--- config.mk ---
export PLATFORM = sky130hd
export DESIGN_NAME = miller_rabin_round
export DESIGN_NICKNAME = d
export VERILOG_FILES = /design/src/rtl/mrr_pkg.sv /design/src/rtl/mrr_front.sv /design/src/rtl/mrr_mulmod.sv /design/src/rtl/mrr_back.sv /design/src/rtl/miller_rabin_round.sv
export SDC_FILE = /design/constraint.sdc
export NUM_CORES = 1
export LEC_CHECK = 0
export BUFFER_PORTS_ARGS = -buffer_cell sky130_fd_sc_hd__buf_2
export CORE_MARGIN = 4
export CORE_UTILIZATION = 39
export DETAILED_ROUTE_END_ITERATION = 10
export GPL_TIMING_DRIVEN = 0
export SLEW_MARGIN = 30
export SYNTH_ARGS = -nofsm -noshare
export SYNTH_HDL_FRONTEND = slang
export SYNTH_SLANG_ARGS = --single-unit
--- constraint.sdc ---
create_clock -name clk -period 11.4 [get_ports clk]
set_input_delay 0 -clock clk [delete_from_list [all_inputs] [get_ports clk]]
set_output_delay 0 -clock clk [all_outputs]
set_load 0.02 [all_outputs]
--- src/rtl/mrr_pkg.sv ---
// shared types and constants for the miller-rabin round block
`timescale 1ns / 1ps
package mrr_pkg;
  localparam int unsigned DEF_WIDTH = 32;
  localparam int unsigned FIELD_W = 32;

  typedef enum logic [1:0] {
    ST_COMPOSITE = 2'd0,
    ST_PASS      = 2'd1,
    ST_RANGE     = 2'd2
  } status_t;

  // item class decided by the front part
  typedef enum logic [1:0] {
    CL_PRIME  = 2'd0,
    CL_COMP   = 2'd1,
    CL_RANGE  = 2'd2,
    CL_ROUND  = 2'd3
  } class_t;
endpackage

--- src/rtl/mrr_front.sv ---
// front part: masks and classifies items, holds a two-entry queue
`timescale 1ns / 1ps
module mrr_front
  import mrr_pkg::*;
#(
  parameter int unsigned WIDTH = DEF_WIDTH
) (
  input  logic             clk,
  input  logic             rst,
  input  logic             in_valid,
  output logic             in_ready,
  input  logic [FIELD_W-1:0] in_candidate,
  input  logic [FIELD_W-1:0] in_witness,
  input  logic             in_last,
  output logic             q_valid,
  input  logic             q_ready,
  output class_t           q_class,
  output logic [WIDTH-1:0] q_n,
  output logic [WIDTH-1:0] q_a,
  output logic             q_last
);
  localparam int unsigned CW = (WIDTH < FIELD_W) ? WIDTH : FIELD_W;

  logic [WIDTH-1:0] n, a;
  class_t           cls;

  // mask fields to the datapath width
  always_comb begin
    n = '0;
    a = '0;
    n[CW-1:0] = in_candidate[CW-1:0];
    a[CW-1:0] = in_witness[CW-1:0];
  end

  // classify the transaction
  always_comb begin
    priority if (n == WIDTH'(2) || n == WIDTH'(3)) cls = CL_PRIME;
    else if (n <= WIDTH'(1) || !n[0]) cls = CL_COMP;
    else if (a < WIDTH'(2) || a > n - WIDTH'(2)) cls = CL_RANGE;
    else cls = CL_ROUND;
  end

  // two-entry queue
  class_t           qc [2];
  logic [WIDTH-1:0] qn [2];
  logic [WIDTH-1:0] qa [2];
  logic             ql [2];
  logic             wp, rp;
  logic [1:0]       cnt;

  logic push, pop;
  assign in_ready = (cnt != 2'd2);
  assign push = in_valid && in_ready;
  assign pop  = q_valid && q_ready;
  assign q_valid = (cnt != 2'd0);
  assign q_class = qc[rp];
  assign q_n = qn[rp];
  assign q_a = qa[rp];
  assign q_last = ql[rp];

  always_ff @(posedge clk) begin
    if (push) begin
      qc[wp] <= cls;
      qn[wp] <= n;
      qa[wp] <= a;
      ql[wp] <= in_last;
    end
    if (rst) begin
      wp <= 1'b0;
      rp <= 1'b0;
      cnt <= 2'd0;
    end else begin
      if (push) wp <= ~wp;
      if (pop) rp <= ~rp;
      cnt <= cnt + 2'(push) - 2'(pop);
    end
  end
endmodule

--- src/rtl/mrr_mulmod.sv ---
// exact modular multiply, one shift-and-add step per cycle
`timescale 1ns / 1ps
module mrr_mulmod
  import mrr_pkg::*;
#(
  parameter int unsigned WIDTH = DEF_WIDTH
) (
  input  logic             clk,
  input  logic             rst,
  input  logic             start,
  input  logic [WIDTH-1:0] x,
  input  logic [WIDTH-1:0] y,
  input  logic [WIDTH-1:0] n,
  output logic             done,
  output logic [WIDTH-1:0] p
);
  logic [WIDTH-1:0] acc, xs, ys, nn;
  logic             busy;

  // (u + v) mod n for u, v < n
  function automatic logic [WIDTH-1:0] add_mod(input logic [WIDTH-1:0] u,
                                               input logic [WIDTH-1:0] v,
                                               input logic [WIDTH-1:0] m);
    logic [WIDTH-1:0] room;
    room = m - v;
    return (u >= room) ? (u - room) : (u + v);
  endfunction

  assign p = acc;

  always_ff @(posedge clk) begin
    if (rst) begin
      busy <= 1'b0;
      done <= 1'b0;
    end else begin
      done <= 1'b0;
      if (start) begin
        busy <= 1'b1;
        acc <= '0;
        xs <= x;
        ys <= y;
        nn <= n;
      end else if (busy) begin
        if (ys == '0) begin
          busy <= 1'b0;
          done <= 1'b1;
        end else begin
          if (ys[0]) acc <= add_mod(acc, xs, nn);
          xs <= add_mod(xs, xs, nn);
          ys <= ys >> 1;
        end
      end
    end
  end
endmodule

--- src/rtl/mrr_back.sv ---
// back part: runs the round by square-and-multiply and the squaring chain
`timescale 1ns / 1ps
module mrr_back
  import mrr_pkg::*;
#(
  parameter int unsigned WIDTH = DEF_WIDTH
) (
  input  logic             clk,
  input  logic             rst,
  input  logic             q_valid,
  output logic             q_ready,
  input  class_t           q_class,
  input  logic [WIDTH-1:0] q_n,
  input  logic [WIDTH-1:0] q_a,
  input  logic             q_last,
  output logic             out_valid,
  input  logic             out_ready,
  output logic [1:0]       round_status,
  output logic             running_verdict,
  output logic             verdict_final
);
  localparam int unsigned SW = $clog2(WIDTH + 1);

  typedef enum logic [2:0] {
    S_IDLE, S_SHIFT, S_PMUL, S_PSQR, S_CHECK, S_SQR, S_OUT
  } state_t;

  state_t           state;
  logic [WIDTH-1:0] n, d, base, r;
  logic [SW-1:0]    s, k;
  logic             last, all_passed;
  logic             mstart, mdone;
  logic [WIDTH-1:0] mx, my, mp;

  mrr_mulmod #(.WIDTH(WIDTH)) u_mul (
    .clk(clk), .rst(rst), .start(mstart), .x(mx), .y(my), .n(n),
    .done(mdone), .p(mp)
  );

  assign q_ready = (state == S_IDLE) && !out_valid;

  // multiplier operands by state
  always_comb begin
    mx = r;
    my = base;
    if (state == S_PSQR) begin
      mx = base;
      my = base;
    end else if (state == S_SQR) begin
      mx = r;
      my = r;
    end
  end

  // control and registered result
  always_ff @(posedge clk) begin
    if (rst) begin
      state <= S_IDLE;
      out_valid <= 1'b0;
      all_passed <= 1'b1;
      mstart <= 1'b0;
    end else begin
      mstart <= 1'b0;
      if (out_valid && out_ready) out_valid <= 1'b0;
      unique case (state)
        S_IDLE: begin
          if (q_valid && !out_valid) begin
            n <= q_n;
            last <= q_last;
            unique case (q_class)
              CL_PRIME: begin
                round_status <= ST_PASS;
                state <= S_OUT;
              end
              CL_COMP: begin
                round_status <= ST_COMPOSITE;
                all_passed <= 1'b0;
                state <= S_OUT;
              end
              CL_RANGE: begin
                round_status <= ST_RANGE;
                state <= S_OUT;
              end
              CL_ROUND: begin
                d <= q_n - WIDTH'(1);
                base <= q_a;
                r <= WIDTH'(1);
                s <= '0;
                state <= S_SHIFT;
              end
              default: state <= S_IDLE;
            endcase
          end
        end
        // strip factors of two from n-1
        S_SHIFT: begin
          if (d[0]) begin
            if (d[0]) begin
              mstart <= 1'b1;
              state <= S_PMUL;
            end
          end else begin
            d <= d >> 1;
            s <= s + SW'(1);
          end
        end
        // r *= base when the exponent bit is set
        S_PMUL: begin
          if (mdone) begin
            r <= mp;
            mstart <= 1'b1;
            state <= S_PSQR;
          end
        end
        S_PSQR: begin
          if (mdone) begin
            base <= mp;
            d <= d >> 1;
            if ((d >> 1) == '0) begin
              state <= S_CHECK;
            end else if (d[1]) begin
              mstart <= 1'b1;
              state <= S_PMUL;
            end else begin
              mstart <= 1'b1;
            end
          end
        end
        S_CHECK: begin
          k <= SW'(1);
          if (r == WIDTH'(1) || r == n - WIDTH'(1)) begin
            round_status <= ST_PASS;
            state <= S_OUT;
          end else if (s <= SW'(1)) begin
            round_status <= ST_COMPOSITE;
            all_passed <= 1'b0;
            state <= S_OUT;
          end else begin
            mstart <= 1'b1;
            state <= S_SQR;
          end
        end
        // repeated squaring looking for n-1 or an early 1
        S_SQR: begin
          if (mdone) begin
            r <= mp;
            k <= k + SW'(1);
            if (mp == WIDTH'(1)) begin
              round_status <= ST_COMPOSITE;
              all_passed <= 1'b0;
              state <= S_OUT;
            end else if (mp == n - WIDTH'(1)) begin
              round_status <= ST_PASS;
              state <= S_OUT;
            end else if (k + SW'(1) >= s) begin
              round_status <= ST_COMPOSITE;
              all_passed <= 1'b0;
              state <= S_OUT;
            end else begin
              mstart <= 1'b1;
            end
          end
        end
        S_OUT: begin
          out_valid <= 1'b1;
          running_verdict <= all_passed;
          verdict_final <= last;
          if (last) all_passed <= 1'b1;
          state <= S_IDLE;
        end
        default: state <= S_IDLE;
      endcase
    end
  end
endmodule

--- src/rtl/miller_rabin_round.sv ---
// one miller-rabin round for a W-bit odd candidate
// (up to two shift-and-add modular multiplies per exponent bit, all on one unit)
// trivial candidates and out-of-range witnesses give a result without any modular multiply
// one transaction in the back part at a time; a two-entry queue decouples input
// rst is synchronous, active high: empties queue, clears output, sets all_passed
`timescale 1ns / 1ps
module miller_rabin_round
  import mrr_pkg::*;
#(
  parameter int unsigned WIDTH = DEF_WIDTH
) (
  input  logic               clk,
  input  logic               rst,
  input  logic               in_valid,
  output logic               in_ready,
  input  logic [FIELD_W-1:0] candidate,
  input  logic [FIELD_W-1:0] witness,
  input  logic               last_witness,
  output logic               out_valid,
  input  logic               out_ready,
  output logic [1:0]         round_status,
  output logic               running_verdict,
  output logic               verdict_final
);
  logic             q_valid, q_ready, q_last;
  class_t           q_class;
  logic [WIDTH-1:0] q_n, q_a;

  mrr_front #(.WIDTH(WIDTH)) u_front (
    .clk(clk), .rst(rst), .in_valid(in_valid), .in_ready(in_ready),
    .in_candidate(candidate), .in_witness(witness), .in_last(last_witness),
    .q_valid(q_valid), .q_ready(q_ready), .q_class(q_class),
    .q_n(q_n), .q_a(q_a), .q_last(q_last)
  );

  mrr_back #(.WIDTH(WIDTH)) u_back (
    .clk(clk), .rst(rst), .q_valid(q_valid), .q_ready(q_ready),
    .q_class(q_class), .q_n(q_n), .q_a(q_a), .q_last(q_last),
    .out_valid(out_valid), .out_ready(out_ready), .round_status(round_status),
    .running_verdict(running_verdict), .verdict_final(verdict_final)
  );

  // status code is never the unused value
  a_status: assert property (@(posedge clk) disable iff (rst)
    out_valid |-> round_status != 2'd3)
    else $error("bad status");

  // a failing round always reports a cleared verdict
  a_fail: assert property (@(posedge clk) disable iff (rst)
    out_valid && round_status == ST_COMPOSITE |-> !running_verdict)
    else $error("verdict set on composite");

  // queue never hands over while the back part is busy with a result
  a_q: assert property (@(posedge clk) disable iff (rst)
    q_ready |-> !out_valid)
    else $error("back accepted while output pending");
endmodule
==> Word-level counts from Yosys, hierarchy flattened <==
Memory sizes are Yosys's and may differ from the RTL's. A register that Yosys moved wholly into a read port is not among the register bits.
Cells that the tools add are included.
{ "op_classes": {"n_addsub": 12, "n_lt_le_gt_ge": 7, "n_eq_ne": 35, "mux": 93, "bitwise": 4, "n_reduce_logical": 43} }
{ "ops": {"columns": ["cell", "count"], "rows": [
  ["$mux 32", 23],
  ["$pmux 32 s2", 2],
  ["$pmux 32 s3", 1],
  ["$sub 32x32->32", 3],
  ["$add 32x32->32", 2],
  ["$eq 32x1->1 const B", 2],
  ["$eq 32x2->1 const B", 2],
  ["$eq 32x32->1", 2],
  ["$ge 32x32->1", 2],
  ["$logic_not 32->1", 2],
  ["$sub 32x1->32 const B", 2],
  ["$mux 1", 34],
  ["$mux 3", 11],
  ["$gt 32x32->1", 1],
  ["$le 32x1->1 const B", 1],
  ["$lt 32x2->1 const B", 1],
  ["$sub 32x2->32 const B", 1],
  ["$mux 6", 4],
  ["$pmux 6 s2", 2],
  ["$mux 2", 10],
  ["$reduce_and 5->1", 4],
  ["$ne 2x2->1 const B", 9],
  ["$pmux 3 s6", 1],
  ["$reduce_bool 2->1", 8],
  ["other kinds (35)", 64]
]} }
{ "word_totals": {"register_bits": 284, "ram_bits": 134, "in_bits": 69, "output_inout_bits": 6, "n_memories": 4} }
{ "memory_table": {"columns": ["memory", "words", "width", "rd", "rd_ports_with_merged_regs", "write_ports", "line", "rtl"], "rows": [
  ["u_front.qa", 2, 32, 1, 1, 1, "mrr_front.sv:46", "logic [WIDTH-1:0] qa [2];"],
  ["u_front.qn", 2, 32, 1, 1, 1, "mrr_front.sv:45", "logic [WIDTH-1:0] qn [2];"],
  ["u_front.qc", 2, 2, 1, 1, 1, "mrr_front.sv:44", "class_t qc [2];"],
  ["u_front.ql", 2, 1, 1, 1, 1, "mrr_front.sv:47", "logic ql [2];"]
]} }

==> Longest topological paths before layout <==
{ "depth": {"word_depth": 7, "depth_mapped": 30, "ltp_nobuf": 28} }

==> By module <==
A second synthesis with hierarchy kept.
{ "unflattened": {"cells_unflattened": 2738, "area_unflattened_um2": 28564.9} }
{ "by_module_without_submodules": {"columns": ["module", "n_inst", "cells_per_inst", "area_each_um2"], "rows": [
  ["mrr_mulmod", 1, 1264, 11741.3],
  ["mrr_back", 1, 1066, 10377.5],
  ["mrr_front", 1, 408, 6446.2]
]} }

==> Least setup slack after synthesis <==
No wires, ideal clock.
{ "synth_timing": {"path_kind": "register to register", "from": "register u_back.u_mul.nn[0]", "to": "register u_back.u_mul.xs[28], data pin", "setup_ns": 0.261, "t_arrival_ns": 5.335, "required_ns": 11.139, "setup_slack_ns": 5.804, "stages_incl_launch_ff": 27, "cell_sequence": "edfxtp_1 > inv_1 > ha_1 > inv_1 > fa_1 > a211oi_1 > o21ai_1 > a2111oi_2 > o31ai_1 > a31o_2 > a21o_1 > a21oi_1 > nor2_1 > o31a_1 > nor2_1 > xor2_1 > ha_1 > clkbuf_1 > nand2_1 > o21ai_0 > o21a_1 > a2111oi_0 > a21oi_1 > clkbuf_1 > nand4_1 > mux2i_1 > a311o_1"} }
{ "synth_between": {"elab_chain_cells": 6, "elab_cells_between_ends": 7, "cone_classes": "2 x add/sub; 1 x order compare; 4 x mux"} }
{ "synth_rtl": {"columns": ["item", "line", "rtl"], "rows": [
  ["start: declaration", "mrr_mulmod.sv:17", "logic [WIDTH-1:0] acc, xs, ys, nn;"],
  ["start signal: assignment", "mrr_mulmod.sv:42", "nn <= n;"],
  ["$sub 32x32->32 (*)", "mrr_mulmod.sv:25", "room = m - v;"],
  ["$sub 32x32->32 or $ge 32x32->1 (tied branches)", "mrr_mulmod.sv:26", "return (u >= room) ? (u - room) : (u + v);"],
  ["$mux 32 (*)", "mrr_mulmod.sv:26", null],
  ["$mux 32 (*)", "mrr_mulmod.sv:44", "if (ys == '0) begin"],
  ["$mux 32 (*)", "mrr_mulmod.sv:43", "end else if (busy) begin"],
  ["$mux 32 (*)", "mrr_mulmod.sv:37", "if (start) begin"],
  ["end signal: assignment", "mrr_mulmod.sv:49", "xs <= add_mod(xs, xs, nn);"],
  ["end: declaration", "mrr_mulmod.sv:17", null]
]} }
Mark *: on every way between the ends. The rest lies on a longest branch, timed or not. The select of a mux whose other input is x is not followed.
A chain may end at the register's enable or synchronous reset.

==> Worst setup path after layout <==
{ "layout_timing": {"from": "register u_back.u_mul.nn[0]", "to": "register u_back.u_mul.xs[24], data pin"} }
The elaborated chain is that of the path after synthesis.

==> flow_summary.yaml <==
clock_tree:
  clk_latency_ns: 0.60
  clk_path_buf_depth: 3
  cts_resized: 0
  h-tree-depth: 2
  cts_tree: "built"
  cts_inserted_buffers: 47
  ctsHoldBuffers: 68
  cts.sinks: 420
  post_cts_buffers: 0
  cts-root-buf: "clkbuf_16"
  clkTransAtPathRegs_ns: 0.06
floorplan:
  die_area_sq_um: 74200
  core_sq_um: 68900
  die_width_um: 272
  num_io_pins: 75
  die_h_um: 272
  start_util: 0.395
  rows: 96
synth:
  synth-main-ff-cell: "edfxtp_1"
  syn-cell-area_sq_um: 27200
  synth_cell_types: 93
  synth_top_area_cell: "edfxtp_1"
  synthTopCellsByArea: "edfxtp_1, ha_1, xnor2_1"
  synthesis.nets: 2965
  ys_top_cells_by_count: "edfxtp_1, nand2_1, a21oi_1, nor2_1, ha_1"
  synthArstFlopShare: 0
  syn_area_per_cell_sq_um: 10.0
  postSynthCellCount: 2719
  synth-seq-cells: 420
  synth_top_area_share: 0.449
  yosysWarnings: 0
  synth-edff-count: 407
  ys_seq_area_frac: 0.458
  yosysMostFrequentCell: "edfxtp_1"
detailed_routing:
  via_per_inst: 5.56
  drtIter0Drc: 1605
  drc: 0
  drt_pre_antenna_iters: 5
  wl_per_cell_um: 21.5
  wirelength_mm: 83.5
  ant_nets: 0
  vias: 21600
sta:
  fin_setup_tns_ns: 0
  min_period_ns: 7.59
  worst_pin_slew_ns: 1.03
  fin_crit_sh: 0.665
  holdWs_ns: 0.153
  final-hold-violation-count: 0
  max_freq_ghz: 0.132
  maxSlewViolCount: 0
  relSlewSlack: 0.316
  fin_skew_ns: 0.0152
  setup_viol: 0
  rsz0062_at_grt: "no"
placed_design:
  dpl.hpwl_mm: 67.0
  portBuffers: 74
  place_congestion: 1.00
critical_path:
  critical_path_arrival_ns: 8.02
  worstSetupPathType: "reg -> reg"
  timing.rr.start: "u_back.u_mul.nn[0]"
  required_ns: 11.83
  r2r_cells: 26
  worstPathMaxFanout: 10
  startpoint_type: "register"
  r2r-end: "u_back.u_mul.xs[24]"
  r2r_setup_slack_ns: 3.81
  crit_path_end_kind: "register"
min_path:
  hp-class: "in -> reg"
  holdPathEnd: "u_front.ql[1]"
  hp-start: "last_witness"
  whs_path_depth: 2
finish:
  area_growth_pct: 15.5
  fin_nets: 3170
  drive_gt1_frac: 0.0875
  diodes: 0
power_and_ir_drop:
  peakVddDrop_uv: 129
  cellLeakagePower_nw: 11.6
  p_per_area_nw_per_um2: 199
grt:
  grt_max_degree: 43
  track_usage: 0.219
  grt_overflow_total: 0
  antenna_found_initial: 1
  grt_pass1_wl_mm: 126
  grt_pass1_vias: 21600
run_status:
  outcome: "finished, final reports clean"
run:
  cap_violations: 0
## logic make-up after synthesis
logic type               count (synthesis)  synth area share
AND/OR/NAND/NOR                        975             0.175
AO/OA/AOI/OAI                          605             0.138
flip-flops                             420             0.458
XOR/XNOR                               265            0.0852
buffers and inverters                  192            0.0280
adder cells (fa/ha/maj)                183            0.0848
multiplexers                            79            0.0302
## stage by stage
stage / total power, W / cell area, sq um / setup slack, ns / util / cells
after global placement: 0.00459 / 28800 / 3.88 / 0.417 / 3724
after floorplan: 0.00392 / 27200 / 5.80 / - / 2719
after global routing: 0.00661 / 31500 / 3.37 / 0.456 / 3892
after detailed placement: 0.00467 / 29200 / 3.88 / 0.423 / 3738
after CTS: 0.00627 / 31500 / 3.86 / 0.456 / 3892
final: 0.00626 / 31500 / 3.81 / 0.456 / 3892
## flip-flops by register name (all words and copies together) (netlist names), 3 cells and up, named ones only
| register | flops |
|---|---|
| u_back.n | 32 |
| u_back.u_mul.p | 32 |
| u_back.k | 6 |
| u_back.u_mul.ys | 32 |
| u_front.qn | 64 |
| u_back.base | 32 |
| u_back.u_mul.nn | 32 |
| u_front.qc | 4 |
| u_back.d | 32 |
| u_back.u_mul.xs | 32 |
| u_back.s | 6 |
| u_front.qa | 64 |
| u_back.r | 32 |
| u_back.state | 3 |
## how the worst max path moves through the flow
stage                       start                  end  slack (ns)  cells after the start
4_1_cts        u_back.u_mul.nn[0]  u_back.u_mul.xs[24]        3.86                     26
2_1_floorplan  u_back.u_mul.nn[0]  u_back.u_mul.xs[28]        5.80                     26
3_3_place_gp             register       u_back.base[0]        3.88                     12
6_report       u_back.u_mul.nn[0]  u_back.u_mul.xs[24]        3.81                     26
3_5_place_dp   u_back.u_mul.nn[0]  u_back.u_mul.xs[24]        3.88                     26
5_1_grt        u_back.u_mul.xs[9]  u_back.u_mul.xs[29]        3.37                     24
## cells in the final DEF, fill, tap and decap left out, types with 68 or more instances in the layout
cell | synthesis | layout
a21oi_1 | 256 | 255
buf_2 | 12 | 86
clkbuf_1 | 74 | 87
dlygate4sd3_1 | 0 | 68
edfxtp_1 | 407 | 407
ha_1 | 173 | 173
inv_1 | 92 | 92
nand2_1 | 290 | 290
nor2_1 | 256 | 252
o21ai_0 | 94 | 94
xnor2_1 | 163 | 163
xor2_1 | 102 | 102
## per-layer routing
metal	GRT usage	vias up	part of all wire
met2	0.386	718	0.49
met4	0.0703	0	0.033
li1	-	10400	-
met1	0.285	10400	0.42
met5	0	-	0
met3	0.0218	132	0.058
## final cells by class
class,instances,area [sq um]
buffer,98,409
tap,931,1160
clock buffer,62,1260
multi-input combinational,2107,14100
fill,6585,37500
inverter,94,353
timing repair buffer,156,1390
sequential,420,12500
clock inverter,24,320
## worst max-delay path, cell delays in order, from the launching register on
cell and delay, ns:
edfxtp_1 0.43, inv_1 0.08, ha_1 0.17, inv_1 0.06
fa_1 0.42, a211oi_1 0.25, o21ai_1 0.16, a2111oi_2 0.59
o31ai_1 0.23, a31o_2 0.29, a21o_1 0.18, a21oi_1 0.31
nor2_1 0.11, o31a_1 0.27, nor2_1 0.18, xor2_1 0.28
ha_1 0.28, clkbuf_1 0.25, nand2_1 0.24, o21ai_0 0.21
o21a_1 0.23, a2111oi_0 0.75, a21oi_1 0.22, nand2_1 0.27
clkbuf_1 0.56, a21oi_1 0.18, a32oi_1 0.21
## report_power, final
part	internal, W	switching, W	leakage, nW
combinational	0.000954	0.00152	6.96
sequential	0.00205	0.000162	3.84
clock	0.000925	0.000644	0.782
total	0.00393	0.00233	11.6
No activity file was read; power rests on OpenSTA's default activity.
